`src/sv/lcs_pkg.sv`:
```
// Shared types and constants for the loop candidate search block.
// Used by lcs_dist, loop_candidate_search and lcs_checker; depends on nothing.
`timescale 1ns / 1ps
`default_nettype none

package lcs_pkg;

  localparam int MAX_FRAMES_DEF = 4096;

  localparam int CFG_IDX_W  = 2;
  localparam int CFG_DATA_W = 32;
  localparam int MATCH_W    = 12;
  localparam int DIST_W     = 34;
  localparam int SKIP_W     = 16;
  localparam int DN_W       = 13;
  localparam int EFN_W      = 12;
  localparam int AREA_W     = 32;
  localparam int LIM_SHIFT  = 9;

  localparam logic [CFG_IDX_W-1:0] REG_STEP_MIN   = 2'd0;
  localparam logic [CFG_IDX_W-1:0] REG_GAP_MIN    = 2'd1;
  localparam logic [CFG_IDX_W-1:0] REG_EXTEND_NUM = 2'd2;
  localparam logic [CFG_IDX_W-1:0] REG_NEAR_THR   = 2'd3;

  localparam logic [SKIP_W-1:0] STEP_MIN_RST   = 16'd5;
  localparam logic [DN_W-1:0]   GAP_MIN_RST    = 13'd100;
  localparam logic [EFN_W-1:0]  EXTEND_NUM_RST = 12'd5;
  localparam logic [AREA_W-1:0] NEAR_THR_RST   = 32'd1280;
  localparam logic [SKIP_W-1:0] SKIP_MAX       = 16'hFFFF;

  localparam logic [DIST_W-1:0] INIT_MIN_DIST = 34'd256000000;

  typedef struct packed {
    logic signed [31:0] pos_x;
    logic signed [31:0] pos_y;
    logic signed [31:0] pos_z;
  } pos_t;

  typedef struct packed {
    logic                searched;
    logic                found;
    logic [MATCH_W-1:0]  match_index;
    logic [DIST_W-1:0]   best_dist;
    logic                store_full;
  } res_t;

endpackage

`default_nettype wire

```
`src/sv/lcs_dist.sv`:
```
// Two-stage L1 distance unit: absolute differences, then their sum.
// Shared by every history entry of a search; uses lcs_pkg.
`timescale 1ns / 1ps
`default_nettype none

module lcs_dist #(
  parameter int ADDR_W = 12
) (
  input  wire logic                      clk,
  input  wire logic                      rst_n,
  input  wire logic                      in_v,
  input  wire logic [ADDR_W-1:0]         in_idx,
  input  wire lcs_pkg::pos_t             query,
  input  wire lcs_pkg::pos_t             entry,
  output logic                           out_v,
  output logic [ADDR_W-1:0]              out_idx,
  output logic [lcs_pkg::DIST_W-1:0]     out_dist,
  output logic                           busy
);

  function automatic logic [31:0] abs_diff(input logic [31:0] a, input logic [31:0] b);
    logic [32:0] d;
    d = {a[31], a} - {b[31], b};
    return d[32] ? 32'(-d) : d[31:0];
  endfunction

  logic                          a_v_r, a_v_nxt;
  logic [ADDR_W-1:0]             a_idx_r;
  logic [31:0]                   dx_r, dy_r, dz_r;
  logic                          b_v_r, b_v_nxt;
  logic [ADDR_W-1:0]             b_idx_r;
  logic [lcs_pkg::DIST_W-1:0]    sum_r, sum_nxt;

  assign a_v_nxt = in_v;
  assign b_v_nxt = a_v_r;
  assign sum_nxt = lcs_pkg::DIST_W'(dx_r) + lcs_pkg::DIST_W'(dy_r) + lcs_pkg::DIST_W'(dz_r);

  always_ff @(posedge clk) begin
    if (!rst_n) begin
      a_v_r <= 1'b0;
      b_v_r <= 1'b0;
    end else begin
      a_v_r <= a_v_nxt;
      b_v_r <= b_v_nxt;
    end
  end

  always_ff @(posedge clk) begin
    a_idx_r <= in_idx;
    dx_r    <= abs_diff(query.pos_x, entry.pos_x);
    dy_r    <= abs_diff(query.pos_y, entry.pos_y);
    dz_r    <= abs_diff(query.pos_z, entry.pos_z);
    b_idx_r <= a_idx_r;
    sum_r   <= sum_nxt;
  end

  assign out_v    = b_v_r;
  assign out_idx  = b_idx_r;
  assign out_dist = sum_r;
  assign busy     = a_v_r | b_v_r;

endmodule

`default_nettype wire

```
`config.mk`:
```
export PLATFORM = sky130hd
export DESIGN_NAME = lcs_dist
export DESIGN_NICKNAME = d
export VERILOG_FILES = /design/src/sv/lcs_pkg.sv /design/src/sv/lcs_dist.sv
export SDC_FILE = /design/constraint.sdc
export NUM_CORES = 1
export LEC_CHECK = 0
export BUFFER_PORTS_ARGS = -buffer_cell sky130_fd_sc_hd__buf_4
export CAP_MARGIN = 10
export CORE_UTILIZATION = 39
export CTS_BUF_LIST = sky130_fd_sc_hd__clkbuf_8
export CTS_CLUSTER_SIZE = 30
export DETAILED_ROUTE_END_ITERATION = 16
export GPL_TIMING_DRIVEN = 0
export PLACE_DENSITY = 0.67
export SYNTH_ARGS = -nofsm -noshare
export SYNTH_HDL_FRONTEND = slang
export SYNTH_SLANG_ARGS = --single-unit
export TNS_END_PERCENT = 100
```
`constraint.sdc`:
```
create_clock -name clk -period 9.3 [get_ports clk]
set_clock_uncertainty 0.15 [all_clocks]
set_input_delay 0.465 -clock clk [delete_from_list [all_inputs] [get_ports clk]]
set_output_delay 0.465 -clock clk [all_outputs]
set_load 0.01 [all_outputs]
```
* Word level (Yosys, flattened, before mapping) *
Cells that the tools add are included.

storage, ports and cells
  register bits after elaboration = 156
  bits in latches = 0
  memory bits (writable) = 0
  memory bits (read-only) = 0
  bits of input ports = 207
  output and inout port bits = 48
  memories kept = 0

operators by class
  add/sub/neg operators = 8
  multipliers = 0
  divide/modulo/power cells = 0
  magnitude comparators = 0
  eq/ne operators = 0
  shift-type cells = 0
  mux-type cells = 3
  bitwise gates (word level) = 1
  reduce and logical (&&, ||, !) cells = 0

operator list
  kind                          count
  subtractor 32 x 32 -> 33 bit  3
  two-way mux 32 bit            3
  negation 32 bit               3
  adder 33 x 32 -> 34 bit       1
  adder 32 x 32 -> 33 bit       1
  OR 1 bit                      1

* Logic depth before layout (Yosys ltp) *
  word-level depth = 3
  depth in mapped cells = 16
  gate-level depth less buffers = 16

* Worst setup path after synthesis *
No wires, ideal clock.

  path type = input-to-reg
  start point = input query[0] in the netlist's numbering
  end point = register dz_r[30]
  setup time = 0.072 ns
  arrival time = 4.004 ns
  required time = 9.078 ns
  path slack = 5.074 ns
  stages on the path = 16
  buffers on the path = 1
  path through = inv_1 > ha_1 > inv_1 > fa_1 > a21o_1 > and3_4 > or3b_1 > a21oi_2 > xnor2_1 > a2111o_1 > or4b_4 > nand4bb_1 > buf_2 > or4_1 > o21ai_2 > xnor2_1

on the way
  word-level cells in the longest chain between the ends = 3

RTL lines
  what                              RTL line        text
  start, declared                   lcs_dist.sv:13  input wire lcs_pkg::pos_t query,
  subtractor 32 x 32 -> 33 bit (*)  lcs_dist.sv:23  d = {a[31], a} - {b[31], b};
  negation 32 bit                   lcs_dist.sv:24  return d[32] ? 32'(-d) : d[31:0];
  two-way mux 32 bit (*)            lcs_dist.sv:24
  end signal, assigned              lcs_dist.sv:52  dz_r <= abs_diff(query.pos_z, entry.pos_z);
  end, declared                     lcs_dist.sv:29  logic [31:0] dx_r, dy_r, dz_r;

Every way passes the cells marked *; elsewhere a longest branch is shown, timed or not.
A chain may end at the register's enable or synchronous reset.

* Worst setup path in the final report *
  start point = input query[4] in the netlist's numbering
  end point = register dz_r[8]

The elaborated chain is that of the path after synthesis.

==> results by group <==
Run status
  – Outcome: finished, final reports clean

Synth
  – Syn Inst Count: 1615
  – Synth async-reset ratio: 0%
  – Syn_area_per_cell: 8.19 um^2
  – Post-synth top area cell: dfxtp_1
  – Synth Warn #: 0
  – Register area share after synthesis: between 20% and 30%
  – Top FF cell, synth: dfxtp_1
  – Synthesized cell area: ~13000 um^2
  – Flops & latches, synth: about 160
  – Synth top area share: 23.6%
  – Distinct cells, synth: between 80 and 90
  – Mapped Nets: approximately 2000
  – Synth top area cells: dfxtp_1 24%, ha_1 12%, xnor2_1 8.9%
  – EDFF count, synth: 0

Floorplan
  – Row Count: 67
  – Initial Util: between 30% and 40%
  – Die area: approximately 35000 um^2
  – Die Y: approximately 190 um
  – IO Count: 255
  – Die Wd: roughly 190 um
  – Core Area: 33400 um^2

CTS
  – Postcts setup bufs: 0
  – Clock Latency Late Sink: 440 ps
  – H-tree depth: 4
  – # clock sinks: between 150 and 200
  – CTS tree: built
  – Post-cts sizing count: 0
  – Longest Clk Path Bufs: 2
  – Clock Tree Root: clkbuf_8
  – Clock slew at reported path FFs: around 80 ps
  – TritonCTS Buffers: 17

STA
  – RSZ-0062 raised after global routing: no
  – Final Hold Viols: 0
  – Worst rel slew slack: around 32%
  – Max Clk Rate: around 0.21 GHz
  – Worst-Margin Slew: about 1000 ps
  – Fin crit period: approximately 4700 ps
  – Post-route clock period utilization: about half
  – Final setup TNS: 0 ps
  – WHS: between 70 and 80 ps
  – Final setup fails: 0
  – Final count of pins violating max slew: 0

Power
  – Clock share of power: a little under an eighth
  – Logic gate share of total power: 62.9%
  – Tot Pwr: between 4 and 5 mW
  – Pwr per Cell Area: roughly 260 nW/um^2
  – Switching part of the total: around 44%
  – Leak: approximately 7.4 nW
  – P_sw: 1.86 mW
  – Peak supply drop: roughly 170 uV
  – Flop pwr share: about a quarter
  – Internal cell power: ~2.4 mW

Setup path
  – Crit. End Element: register
  – CP Launch Type: input port
  – Critical R2R Launch: dz_r[1]
  – Setup CP Type: in -> reg
  – Reg-to-reg slack, setup: 4810 ps
  – R2R cell count: 14
  – CP required: approximately 9500 ps
  – CP max FO: 10
  – Critical Path AT: approximately 4800 ps
  – Worst reg2reg endpoint: out_dist[33]

Hold path
  – Hold Crit Start: in_v
  – Hold endpoint: a_v_r
  – Hold Path Class: in -> reg
  – Cells on Worst Hold Path: 2

Routing
  – 1st-iter DRT viols: approximately 630
  – Total Wirelength: 34.8 mm
  – DR pass1 iterations: 5
  – DRC violations left: 0
  – Total number of vias: 12400
  – DRT antenna net count: 0
  – Vias per cell: about 5.2
  – Wire length per cell: between 10 and 15 um

Place
  – Post-Place Cells: 2317
  – GPL Wtd Cong: ~0.89
  – DPL Wire Length: 29.4 mm
  – PortBufs: approximately 250

Global routing
  – GR peak layer: met2
  – Vias in the first global route: 11700
  – Met1 capacity usage during global routing: 25.7%
  – Total GRT Usage: between 15 and 20%
  – Largest net degree at the start of global routing: 17
  – Remaining global-route overflow: 0
  – Global-route wire length before repair: about 56 mm
  – Met2 track demand over resource: 35.1%
  – Met3 Use GR: approximately 2.9%
  – Initial antenna violation count: 0

Cells and area
  – Area delta synth->final: 22.5%
  – # nets final: 2273
  – Antenna diode count: 0
  – Final Util: between 40% and 50%
  – Post-Layout Cell Count: roughly 2400
  – Share of layout cells above drive strength 1: approximately 17%

Run
  – Max cap viols: 0
[sequential cells by signal (all words and copies together) (netlist names)]
name	cells
out_idx	12
out_v	1
a_idx_r	12
dz_r	32
out_dist	34
dy_r	32
a_v_r	1
dx_r	32
[how the worst max path moves through the flow]
stage | depth (start not counted) | from | endpoint | slack, ps
after floorplan | 16 | query[0] | dz_r[30] | 5070
after global placement | 15 | query[4] | dz_r[8] | 4380
after detailed placement | 15 | query[4] | dz_r[8] | 4260
after CTS | 15 | query[4] | dz_r[8] | 4720
after global routing | 17 | query[32] | dy_r[20] | 4360
final | 15 | query[4] | dz_r[8] | 4640
[what timing repair did]
item | in CTS | in global routing
hold buffers | 12 | 0
hold endpoints to repair | 12 | 0
setup endpoints to repair | 0 | 0
[layout by cell type (no fill, tap or decap), types with 7 or more instances in the layout]
master,count
o21ai_0,89
nand2b_1,19
clkbuf_1,29
or3_1,14
a211oi_1,12
o211ai_1,13
xor2_1,51
a21oi_1,146
nand3_1,33
inv_1,152
ha_1,130
dlygate4sd3_1,12
nor2b_1,17
and3_1,18
xnor2_1,134
and2_1,14
nor3_1,31
nand2_1,101
o31ai_1,22
a21o_1,55
fa_1,36
dfxtp_1,156
nor2_1,115
o21bai_1,18
o21a_1,26
clkbuf_8,18
nand4_1,14
buf_4,254
a41oi_1,7
or2_2,8
nor4_1,12
a31oi_1,17
[final cells by class]
cell class	count	area, um^2
flip-flops and latches	156	3120
clock buffers	18	248
plain buffers	34	146
repair buffers	266	2030
fillers	3257	17200
well taps	448	561
clock inverters	14	146
inverters	150	563
multi-input cells	1275	9400
[metal layers]
metal / part of all wire [%] / vias to the layer above / wire length, um
met2: 48 / 314 / 16600
met4: 1.1 / 0 / 393
met5: 0 / - / 0
met1: 47 / 5712 / 16300
li1: - / 6301 / -
met3: 4.6 / 28 / 1590
[power groups by stage]
stage | Combinational [mW] | Sequential [mW] | Clock [mW]
finish | 2.69 | 1.10 | 0.491
global route | 3.02 | 1.12 | 0.539
CTS | 2.69 | 1.10 | 0.503
detailed placement | 2.66 | 1.12 | 0
global placement | 2.61 | 1.11 | 0
floorplan | 1.94 | 1.08 | 0
[critical path, cell delays in order]
cell and delay (ps):
buf_4 110, ha_1 290, buf_6 140, a2111o_1 490
a31oi_1 290, o211a_1 260, nor4_1 70, o21ai_0 300
a311oi_1 170, o21ai_0 210, a21oi_1 160, o31ai_1 870
clkbuf_1 470, o31ai_1 190, xnor2_1 350
[synth_stat cells, drive strengths merged (14+ instances only)]
library cell	number
a31oi	17
fa	36
o21bai	18
o31ai	25
dfxtp	156
nand2	101
or3	14
a21oi	147
clkbuf	29
and2	14
nand4	14
xor2	51
o21ai	96
ha	130
xnor2	134
nor2b	17
a21o	55
nand2b	19
and3	19
inv	150
nor3	31
nand3	33
o21a	26
nor2	115
[logic make-up (layout without fill, tap and decap cells)]
| kind of cell | after synthesis | after routing | share of synthesized area [%] |
|---|---|---|---|
| XOR/XNOR | 185 | 185 | 12.2 |
| multiplexers | 7 | 7 | 0.558 |
| flip-flops | 156 | 156 | 23.6 |
| AO/OA/AOI/OAI | 487 | 487 | 24.1 |
| AND/OR/NAND/NOR | 430 | 430 | 16.4 |
| buffers and inverters | 184 | 482 | 5.36 |
| adder cells (fa/ha/maj) | 166 | 166 | 17.7 |
[metrics by stage]
stage               setup slack, ps  area [um^2]
detailed placement             4260        15700
finish                         4640        16200
global placement               4380        15700
floorplan                      5070        13200
CTS                            4720        16200
global route                   4360        16200
Note: power is estimated with default switching activity, not from simulation.
